**config.mk**
```make
export PLATFORM = sky130hd
export DESIGN_NAME = rgsa_ctrl
export DESIGN_NICKNAME = d
export VERILOG_FILES = /design/src/design/rgsa_pkg.sv /design/src/design/rgsa_ctrl.sv
export SDC_FILE = /design/constraint.sdc
export NUM_CORES = 1
export LEC_CHECK = 0
export BUFFER_PORTS_ARGS = -buffer_cell sky130_fd_sc_hd__buf_2
export CORE_AREA = 5 5 42 44
export DETAILED_ROUTE_END_ITERATION = 16
export DIE_AREA = 0 0 47 49
export GPL_TIMING_DRIVEN = 0
export SLEW_MARGIN = 20
export SYNTH_ARGS = -nofsm -noshare
export SYNTH_HDL_FRONTEND = slang
export SYNTH_SLANG_ARGS = --single-unit
```
**constraint.sdc**
```tcl
create_clock -name clk_i -period 1.55 [get_ports clk_i]
set_input_delay 0.155 -clock clk_i [delete_from_list [all_inputs] [get_ports clk_i]]
set_output_delay 0.155 -clock clk_i [all_outputs]
set_load 0.005 [all_outputs]
```
**src/design/rgsa_pkg.sv**
```systemverilog
`timescale 1ns / 1ps
// ----------------------------------------------------------------------------
// rgsa_pkg
// Shared types and codes for the region gradient scatter-add engine.
// ----------------------------------------------------------------------------
package rgsa_pkg;

  // Field widths fixed by the request and result formats.
  localparam int unsigned IdxW    = 6;
  localparam int unsigned GradW   = 24;
  localparam int unsigned SumW    = 32;
  localparam int unsigned CountW  = 7;
  localparam int unsigned CfgIdxW = 2;

  // Request opcodes.
  typedef enum logic {
    OP_ACCUM = 1'b0,
    OP_READ  = 1'b1
  } opcode_e;

  // Result status codes.
  typedef enum logic [1:0] {
    ST_OK    = 2'd0,
    ST_SKIP  = 2'd1,
    ST_RANGE = 2'd2,
    ST_SAT   = 2'd3
  } status_e;

  // Configuration register indexes.
  typedef enum logic [CfgIdxW-1:0] {
    CFG_LABEL_COUNT = 2'd0,
    CFG_BOX_COUNT   = 2'd1
  } cfg_index_e;

  // Commands from the controller to the datapath.
  typedef struct packed {
    logic clear_en;
    logic accept;
    logic exec;
  } rgsa_cmd_t;

  // Status from the datapath to the controller.
  typedef struct packed {
    logic clear_last;
    logic out_free;
  } rgsa_stat_t;

endpackage

```
**src/design/rgsa_ctrl.sv**
```systemverilog
`timescale 1ns / 1ps
// ----------------------------------------------------------------------------
// rgsa_ctrl
// Controller: clearing pass after reset, then request accept and execute.
// ----------------------------------------------------------------------------
module rgsa_ctrl (
  input  logic                 clk_i,
  input  logic                 rst_ni,
  input  logic                 in_valid_i,
  output logic                 in_ready_o,
  input  rgsa_pkg::rgsa_stat_t stat_i,
  output rgsa_pkg::rgsa_cmd_t  cmd_o
);

  typedef enum logic [2:0] {
    S_CLEAR = 3'b001,
    S_IDLE  = 3'b010,
    S_EXEC  = 3'b100
  } state_e;

  state_e state_q, state_d;

  // Next state and commands.
  always_comb begin
    state_d        = state_q;
    cmd_o.clear_en = 1'b0;
    cmd_o.accept   = 1'b0;
    cmd_o.exec     = 1'b0;
    in_ready_o     = 1'b0;
    unique case (state_q)
      S_CLEAR: begin
        cmd_o.clear_en = 1'b1;
        if (stat_i.clear_last) begin
          state_d = S_IDLE;
        end
      end
      S_IDLE: begin
        in_ready_o = 1'b1;
        if (in_valid_i) begin
          cmd_o.accept = 1'b1;
          state_d      = S_EXEC;
        end
      end
      S_EXEC: begin
        // Wait until the result register can take the new result.
        if (stat_i.out_free) begin
          cmd_o.exec = 1'b1;
          state_d    = S_IDLE;
        end
      end
      default: begin
        state_d = S_CLEAR;
      end
    endcase
  end

  // State register.
  always_ff @(posedge clk_i or negedge rst_ni) begin
    if (!rst_ni) begin
      state_q <= S_CLEAR;
    end else begin
      state_q <= state_d;
    end
  end

endmodule

```
==> results.py, run 1 <==
metrics = {
    "outcome": {
        "status": "complete, no violations",
    },
    "floorplanning": {
        "io_pins": 9,
        "die_y_um": 49,
        "fp-row-count": 14,
        "chipWidth_um": 47,
        "die_area_mm2": 0.00230,
        "fp.coreArea_mm2": 0.00140,
        "initial_core_util_pct": 13.4,
    },
    "clocking": {
        "cts_buffer_depth": 2,
        "cts_max_level": 1,
        "path_clk_slew_ns": 0.04,
        "clockRootBuffer": "clkbuf_4",
        "clock_sinks": 3,
        "cts_tree": "built",
        "clock_latency_ns": 0.24,
        "numCtsBuffers": 3,
        "post-cts-setup-buffers": 0,
    },
    "global_route": {
        "grt_pass1_vias": 190,
        "grt.total_usage_pct": 5.79,
        "grt_pass1_wl_um": 807,
        "grt_max_degree": 10,
        "grt-ovfl-total": 0,
        "antenna_found_initial": 0,
    },
    "worst_hold_path": {
        "min-delay-start": "stat_i[0]",
        "hp-class": "input pin to flip-flop",
    },
    "run": {
        "max_cap_violations": 0,
    },
    "critical_path": {
        "end_kind": "output port",
        "worstSetupStartpointType": "flip-flop",
        "startpoint": "state_q[2]",
        "r2r_start": "state_q[0]",
        "critical_path_required_ns": 1.39,
        "arrival_ns": 1.21,
        "critPathKind": "flip-flop to output port",
        "crit_fanout": 9,
    },
    "timing": {
        "finalSetupTns_ns": 0,
        "finalCritPeriodShare_pct": 88.3,
        "fin_skew_ns": 0.00192,
        "fin_crit_ns": 1.37,
        "worstMarginPinSlew_ns": 0.245,
        "relSlewSlack_pct": 83.4,
        "setup_viol": 0,
        "slew_viol_final": 0,
        "grt_setup_unrepaired": "no",
        "hold-worst-slack_ns": 0.198,
        "hold_violations": 0,
        "fmax_mhz": 730,
    },
    "finish": {
        "finalInstanceArea_um2": 284,
        "drive_gt1_share_pct": 45.2,
        "syn_to_final_growth_pct": 51.3,
        "final_cells": 47,
        "fin_util_pct": 20.3,
        "nets": 37,
        "largest_reg_flops": 3,
        "top_register": "state_q",
        "n_antenna_cell": 0,
        "top_regs": "state_q (3)",
        "fillers": 171,
    },
    "pwr": {
        "max-vdd-ir-drop_uv": 427,
        "power_leakage_nw": 0.132,
        "power_density_mw_per_mm2": 1610,
    },
    "synth": {
        "yosysUniqueCellTypes": 16,
        "syn_inst": 18,
        "yosysSeqAreaShare_pct": 40.7,
        "yosys_warnings": 0,
        "synth-seq-cells": 3,
        "avgSynthCellArea_um2": 10.4,
        "synth_nets": 23,
        "syn_area_um2": 188,
    },
    "placed_design": {
        "dp.cells": 42,
        "place_area_um2": 248,
        "io_buffers": 8,
        "gp_congestion": 0.668,
    },
    "detailed_routing": {
        "wl_um": 442,
        "vias": 189,
        "wire_per_inst_um": 9.40,
        "via_per_inst": 4.02,
        "initialDrtViolationCount": 0,
        "drc_errors": 0,
        "drt.antenna.violating_nets": 0,
        "dr.pass1.iters": 1,
    },
}
[layout make-up]
class	count	area, um^2	share of cell area, %
flip-flops and latches	3	76.3	26.9
repair buffers	9	50.0	17.6
clock buffers	4	26.3	9.25
well taps	16	20.0	7.05
plain buffers	1	7.51	2.64
inverters	1	3.75	1.32
multi-input cells	13	100	35.2
[synthesized netlist by cell type (all sizes together)]
library cell,count,share of area (%)
nand3b,1,4.0
inv,1,2.0
o31ai,1,4.0
a211o,1,4.7
dfstp,1,14
a21oi,1,2.7
dfrtp,2,27
or3b,1,4.7
and2,1,3.3
and4bb,1,6.7
buf,1,4.0
o21ai,1,2.7
nor4b,1,4.7
nor3b,2,8.0
and3b,1,4.7
nor2b,1,3.3
[critical path, stage by stage (launching register included)]
cell     delay, ns
dfrtp_1       0.35
buf_4         0.15
nor3b_1       0.22
and2_1        0.15
buf_2         0.10
[path summary, 6_finish.rpt]
| kind | endpoint | slack, ns | depth (start not counted) |
|---|---|---|---|
| worst max-delay path | cmd_o[1] | 0.18 | 4 |
| worst min-delay path | state_q[2] | 0.20 | 3 |
| worst max register to register | state_q[1] | 0.37 | 2 |
| worst min register to register | state_q[0] | 0.54 | 2 |
| max in group asynchronous | state_q[0] | 1.12 | 2 |
| min in group asynchronous | state_q[2] | 0.24 | 2 |
[cells by family after synthesis]
logic type / after synthesis / share of synthesized area, %
buffers and inverters: 2 / 6.00
AOI/OAI and AO/OA: 4 / 14.0
DFF: 3 / 40.7
and+or+nand+nor: 9 / 39.3
[per-layer routing]
metal / track usage, % / routed length (um) / vias to the layer above
li1: - / - / 92
met1: 5.76 / 159 / 82
met2: 5.66 / 170 / 10
met3: 4.80 / 73 / 5
met4: 8.29 / 38 / 0
met5: 0 / 0 / -
[repair_timing]
action,CTS,global route
gates resized for setup,0,0
endpoints found under the hold margin,3,0
hold buffers,1,0
[per-stage QoR]
stage / total power [mW] / setup slack, ns
3_5_place_dp: 0.318 / 0.375
2_1_floorplan: 0.257 / 0.410
3_3_place_gp: 0.314 / 0.366
4_1_cts: 0.468 / 0.170
5_1_grt: 0.513 / 0.0750
6_report: 0.458 / 0.181
[cell usage in the layout, fill, tap and decap left out]
cell type and instances:
clkbuf_1 1, and2_1 1, a211o_1 1, buf_2 8, clkbuf_4 3, and4bb_2 1
o21ai_0 1, buf_4 1, dlygate4sd3_1 1, a21oi_1 1, and3b_1 1, nor3b_1 2
or3b_1 1, dfstp_2 1, o31ai_1 1, nand3b_1 1, nor4b_1 1, inv_1 1
nor2b_1 1, dfrtp_1 2
[report_power, final]
| part | switching [mW] | total [mW] | internal, mW | leakage, nW |
|---|---|---|---|---|
| logic | 0.0573 | 0.152 | 0.0945 | 0.0794 |
| registers | 0.0448 | 0.163 | 0.118 | 0.0371 |
| clock network | 0.0463 | 0.143 | 0.0968 | 0.0150 |
| total | 0.148 | 0.458 | 0.310 | 0.132 |
No activity file was read; power rests on OpenSTA's default activity.
==> inputs of run 2 (changes only) <==
CELL_PAD_IN_SITES_DETAIL_PLACEMENT = 0   (was default)
CELL_PAD_IN_SITES_GLOBAL_PLACEMENT = 1   (was default)
PLACE_DENSITY_LB_ADDON = 0.1   (was default)
==> results.py, run 2 (same netlist as run 1, synthesis figures left out) <==
metrics = {
    "outcome": {
        "status": "complete, no violations",
    },
    "global_route": {
        "grt_max_degree": 10,
        "antenna_found_initial": 0,
        "grt.total_usage_pct": 5.79,
        "grt_pass1_wl_um": 841,
        "grt-ovfl-total": 0,
        "grt_pass1_vias": 183,
    },
    "critical_path": {
        "crit_fanout": 9,
        "arrival_ns": 1.22,
        "startpoint": "state_q[2]",
        "r2r_start": "state_q[0]",
        "critical_path_required_ns": 1.39,
        "r2r_setup_slack_ns": 0.36,
        "rr_worst_depth": 2,
        "timing.rr.end": "state_q[1]",
        "end_kind": "output port",
        "worstSetupStartpointType": "flip-flop",
        "critPathKind": "flip-flop to output port",
    },
    "timing": {
        "finalCritPeriodShare_pct": 88.7,
        "fmax_mhz": 728,
        "finalSetupTns_ns": 0,
        "relSlewSlack_pct": 81.3,
        "fin_crit_ns": 1.37,
        "hold_violations": 0,
        "setup_viol": 0,
        "worstMarginPinSlew_ns": 0.276,
        "fin_skew_ns": 0.000309,
        "slew_viol_final": 0,
        "grt_setup_unrepaired": "no",
    },
    "clocking": {
        "clockRootBuffer": "clkbuf_4",
        "clock_sinks": 3,
        "clock_latency_ns": 0.24,
        "cts_buffer_depth": 2,
        "numCtsBuffers": 3,
        "cts-resized-gates": 0,
        "path_clk_slew_ns": 0.04,
        "cts_tree": "built",
        "cts_max_level": 1,
    },
    "finish": {
        "top_regs": "state_q (3)",
        "largest_reg_flops": 3,
        "final_common_cell": "buf_2",
        "syn_to_final_growth_pct": 51.3,
        "top_register": "state_q",
        "drive_gt1_share_pct": 45.2,
        "nets": 37,
        "final_cell_mix": "8 x buf_2, 3 x clkbuf_4, 2 x nor3b_1, 2 x dfrtp_1",
        "n_antenna_cell": 0,
        "fillers": 169,
    },
    "pwr": {
        "power.total_mw": 0.462,
        "power_leakage_nw": 0.132,
        "p_sw_mw": 0.153,
        "internal_power_mw": 0.310,
        "comb_power_share_pct": 32.6,
        "power_density_mw_per_mm2": 1630,
        "max-vdd-ir-drop_uv": 572,
        "clockPowerShare_pct": 30.8,
        "switching_share_pct": 33.0,
        "pwr-share-seq_pct": 36.6,
    },
    "detailed_routing": {
        "via_per_inst": 4.11,
        "initialDrtViolationCount": 4,
        "drc_errors": 0,
        "vias": 193,
        "wire_per_inst_um": 10.6,
        "wl_um": 496,
        "dr.pass1.iters": 3,
        "drt.antenna.violating_nets": 0,
    },
    "worst_hold_path": {
        "min_to": "state_q[2]",
        "min-delay-start": "stat_i[0]",
        "hp-class": "input pin to flip-flop",
        "hold_depth": 3,
    },
    "floorplanning": {
        "fp.coreArea_mm2": 0.00140,
        "initial_core_util_pct": 13.4,
        "fp-row-count": 14,
        "io_pins": 9,
        "chipWidth_um": 47,
        "die_y_um": 49,
        "die_area_mm2": 0.00230,
    },
    "run": {
        "max_cap_violations": 0,
    },
    "placed_design": {
        "io_buffers": 8,
        "gp_congestion": 0.664,
    },
}
==> run 2: cell counts in the layout (fill, tap and decap cells not counted) <==
Identical to the previous run, type by type.
==> run 2: per-stage QoR <==
step	hold WS [ns]	setup slack [ns]	std cells	area, um^2	util (%)
after floorplan	-0.141	0.410	18	188	-
after global placement	-0.0493	0.347	42	248	17.7
after detailed placement	-0.0476	0.358	42	248	17.7
after CTS	0.203	0.149	47	284	20.3
after global routing	0.221	0.0402	47	284	20.3
final	0.209	0.176	47	284	20.3
==> run 2: cell type report <==
class                      instances  area, um^2  share of cell area [%]
tap                               16        20.0                    7.05
multi-input combinational         13         100                    35.2
inverter                           1        3.75                    1.32
timing repair buffer               9        50.0                    17.6
clock buffer                       4        26.3                    9.25
buffer                             1        7.51                    2.64
sequential                         3        76.3                    26.9
==> run 2: power by group through the flow <==
stage | clock, mW | sequential, mW | combinational [mW]
6_report | 0.143 | 0.169 | 0.151
5_1_grt | 0.156 | 0.177 | 0.172
4_1_cts | 0.148 | 0.170 | 0.155
3_5_place_dp | 0 | 0.171 | 0.152
3_3_place_gp | 0 | 0.171 | 0.154
2_1_floorplan | 0 | 0.152 | 0.105
==> run 2: worst max-delay path by stage <==
stage	end	slack [ns]	depth (start not counted)
2_1_floorplan	state_q[1]	0.41	2
3_3_place_gp	state_q[1]	0.35	2
3_5_place_dp	state_q[1]	0.36	2
4_1_cts	cmd_o[1]	0.15	4
5_1_grt	cmd_o[1]	0.04	4
6_report	cmd_o[1]	0.18	4
==> run 2: metal layers <==
| layer | vias up | GRT usage, % | part of all wire, % |
|---|---|---|---|
| li1 | 93 | - | - |
| met1 | 91 | 7.08 | 46 |
| met2 | 7 | 5.88 | 45 |
| met3 | 2 | 4.43 | 4.2 |
| met4 | 0 | 5.53 | 3.8 |
| met5 | - | 0 | 0 |
==> run 2: repair_timing <==
item	in CTS	in global routing
buffers inserted	0	0
endpoints found under the hold margin	3	0
hold buffers	1	0
==> run 2: critical path: stages (launching register included) <==
cell	delay, ns
dfrtp_1	0.35
buf_4	0.16
nor3b_1	0.22
and2_1	0.15
buf_2	0.10
==> inputs of run 3 (changes only) <==
==> constraint.sdc (replaced) <==
create_clock -name clk_i -period 1.55 [get_ports clk_i]
set_input_delay 0.155 -clock clk_i [delete_from_list [all_inputs] [get_ports clk_i]]
set_output_delay 0.155 -clock clk_i [all_outputs]
set_load 0.1 [all_outputs]
==> results.py, run 3 (same netlist as run 1, synthesis figures left out) <==
metrics = {
    "outcome": {
        "status": "complete, no violations",
    },
    "timing": {
        "relSlewSlack_pct": 81.5,
        "fin_skew_ns": 0.00138,
        "setup_viol": 0,
        "finalCritPeriodShare_pct": 96.4,
        "grt_setup_unrepaired": "no",
        "slew_viol_final": 0,
        "finalSetupTns_ns": 0,
        "fin_crit_ns": 1.49,
        "layout_setup_ws_ns": 0.0556,
        "fmax_mhz": 669,
        "worstMarginPinSlew_ns": 0.273,
        "hold_violations": 0,
    },
    "finish": {
        "final_cell_mix": "4 x buf_2, 3 x buf_4, 3 x clkbuf_4",
        "top_register": "state_q",
        "nets": 37,
        "top_regs": "state_q (3)",
        "multi_input_area_um2": 119,
        "drive_gt1_share_pct": 58.1,
        "fin_util_pct": 22.9,
        "layout.area.seq_um2": 77.6,
        "n_antenna_cell": 0,
        "final_common_cell": "buf_2",
        "largest_reg_flops": 3,
        "fillers": 165,
        "syn_to_final_growth_pct": 71.3,
    },
    "critical_path": {
        "critical_path_required_ns": 1.39,
        "critPathKind": "flip-flop to output port",
        "worstSetupStartpointType": "flip-flop",
        "end_kind": "output port",
        "r2r_setup_slack_ns": 0.32,
        "arrival_ns": 1.34,
        "r2r_start": "state_q[0]",
        "cp_top_family": "flip-flops",
        "timing.rr.end": "state_q[1]",
        "cp_slowest_cell": "dfstp_2",
        "crit_fanout": 8,
        "slowest_delay_ns": 0.61,
        "path_buf_inv": 1,
        "rr_worst_depth": 2,
        "worstPathCellList": "and4bb_2, buf_4",
    },
    "detailed_routing": {
        "dr.pass1.iters": 3,
        "vias": 182,
        "wire_per_inst_um": 10.2,
        "initialDrtViolationCount": 2,
        "via_per_inst": 3.87,
        "wl_um": 480,
        "drc_errors": 0,
        "drt.antenna.violating_nets": 0,
    },
    "global_route": {
        "grt_max_degree": 10,
        "grt_pass1_wl_um": 745,
        "antenna_found_initial": 0,
        "grt.total_usage_pct": 5.22,
        "grt_pass1_vias": 177,
        "grt-ovfl-total": 0,
    },
    "worst_hold_path": {
        "hp-class": "input pin to flip-flop",
        "min_to": "state_q[2]",
        "min-delay-start": "stat_i[0]",
        "hold_depth": 3,
    },
    "clocking": {
        "path_clk_slew_ns": 0.04,
        "numCtsBuffers": 3,
        "clock_latency_ns": 0.23,
        "clockRootBuffer": "clkbuf_4",
        "cts_buffer_depth": 2,
        "cts_max_level": 1,
        "cts_tree": "built",
        "clock_sinks": 3,
    },
    "placed_design": {
        "gp_congestion": 0.665,
        "io_buffers": 8,
        "dp_slack_ns": 0.130,
    },
    "floorplanning": {
        "chipWidth_um": 47,
        "io_pins": 9,
        "die_area_mm2": 0.00230,
        "fp-row-count": 14,
        "initial_core_util_pct": 13.4,
        "fp.coreArea_mm2": 0.00140,
        "die_y_um": 49,
    },
    "run": {
        "max_cap_violations": 0,
    },
}
==> run 3: changes by cell type in the layout (fill, tap and decap cells not counted), moves of 2 or more <==
cell	previous run	this run
buf_2	8	4
nor3b_1	2	0
buf_6	0	2
buf_4	1	3
==> run 3: cell type report <==
type                    instances  area share, %
well taps                      16           6.23
plain buffers                   1           2.33
inverters                       1           1.17
multi-input cells              13           37.0
flip-flops and latches          3           24.1
clock buffers                   4           8.17
repair buffers                  9           21.0
==> run 3: worst min-delay path: cells and delay by family <==
family / cells / cell delay, ns
compound gates: 1 / 0.06
buf+inv: 1 / 0.08
simple gates: 1 / 0.09
==> run 3: how the worst max path moves through the flow <==
stage,slack [ns],cells past startpoint,to,from
floorplan,-0.43,3,cmd_o[1],state_q[2]
global placement,0.14,3,cmd_o[1],state_q[1]
detailed placement,0.13,3,cmd_o[1],state_q[1]
CTS,0.008,3,cmd_o[1],state_q[1]
global route,0.02,2,cmd_o[0],state_q[0]
finish,0.06,2,cmd_o[0],state_q[0]
==> run 3: metrics by stage <==
stage,cells,area (um^2),hold WS [ns]
2_1_floorplan,18,206,-0.141
3_3_place_gp,42,267,-0.0507
3_5_place_dp,42,267,-0.0489
4_1_cts,47,313,0.210
5_1_grt,47,322,0.237
6_report,47,322,0.213
==> run 3: what timing repair did <==
action	4_1_cts	5_1_grt
hold endpoints to repair	3	0
hold buffers	1	0
setup endpoints to repair	4	2
gates resized for setup	4	3
buffers inserted	0	0
==> run 3: per-layer routing <==
layer  routed length, um  global-route usage, %  up-vias
met3                  25                   2.95        2
met5                   0                      0        -
met2                 209                   5.88        6
met1                 226                   5.52       81
li1                    -                      -       93
met4                  19                   6.91        0
Power of run 3 is not shown: default switching activity piles up to over one toggle a cycle in this logic, so the estimate is an artifact.
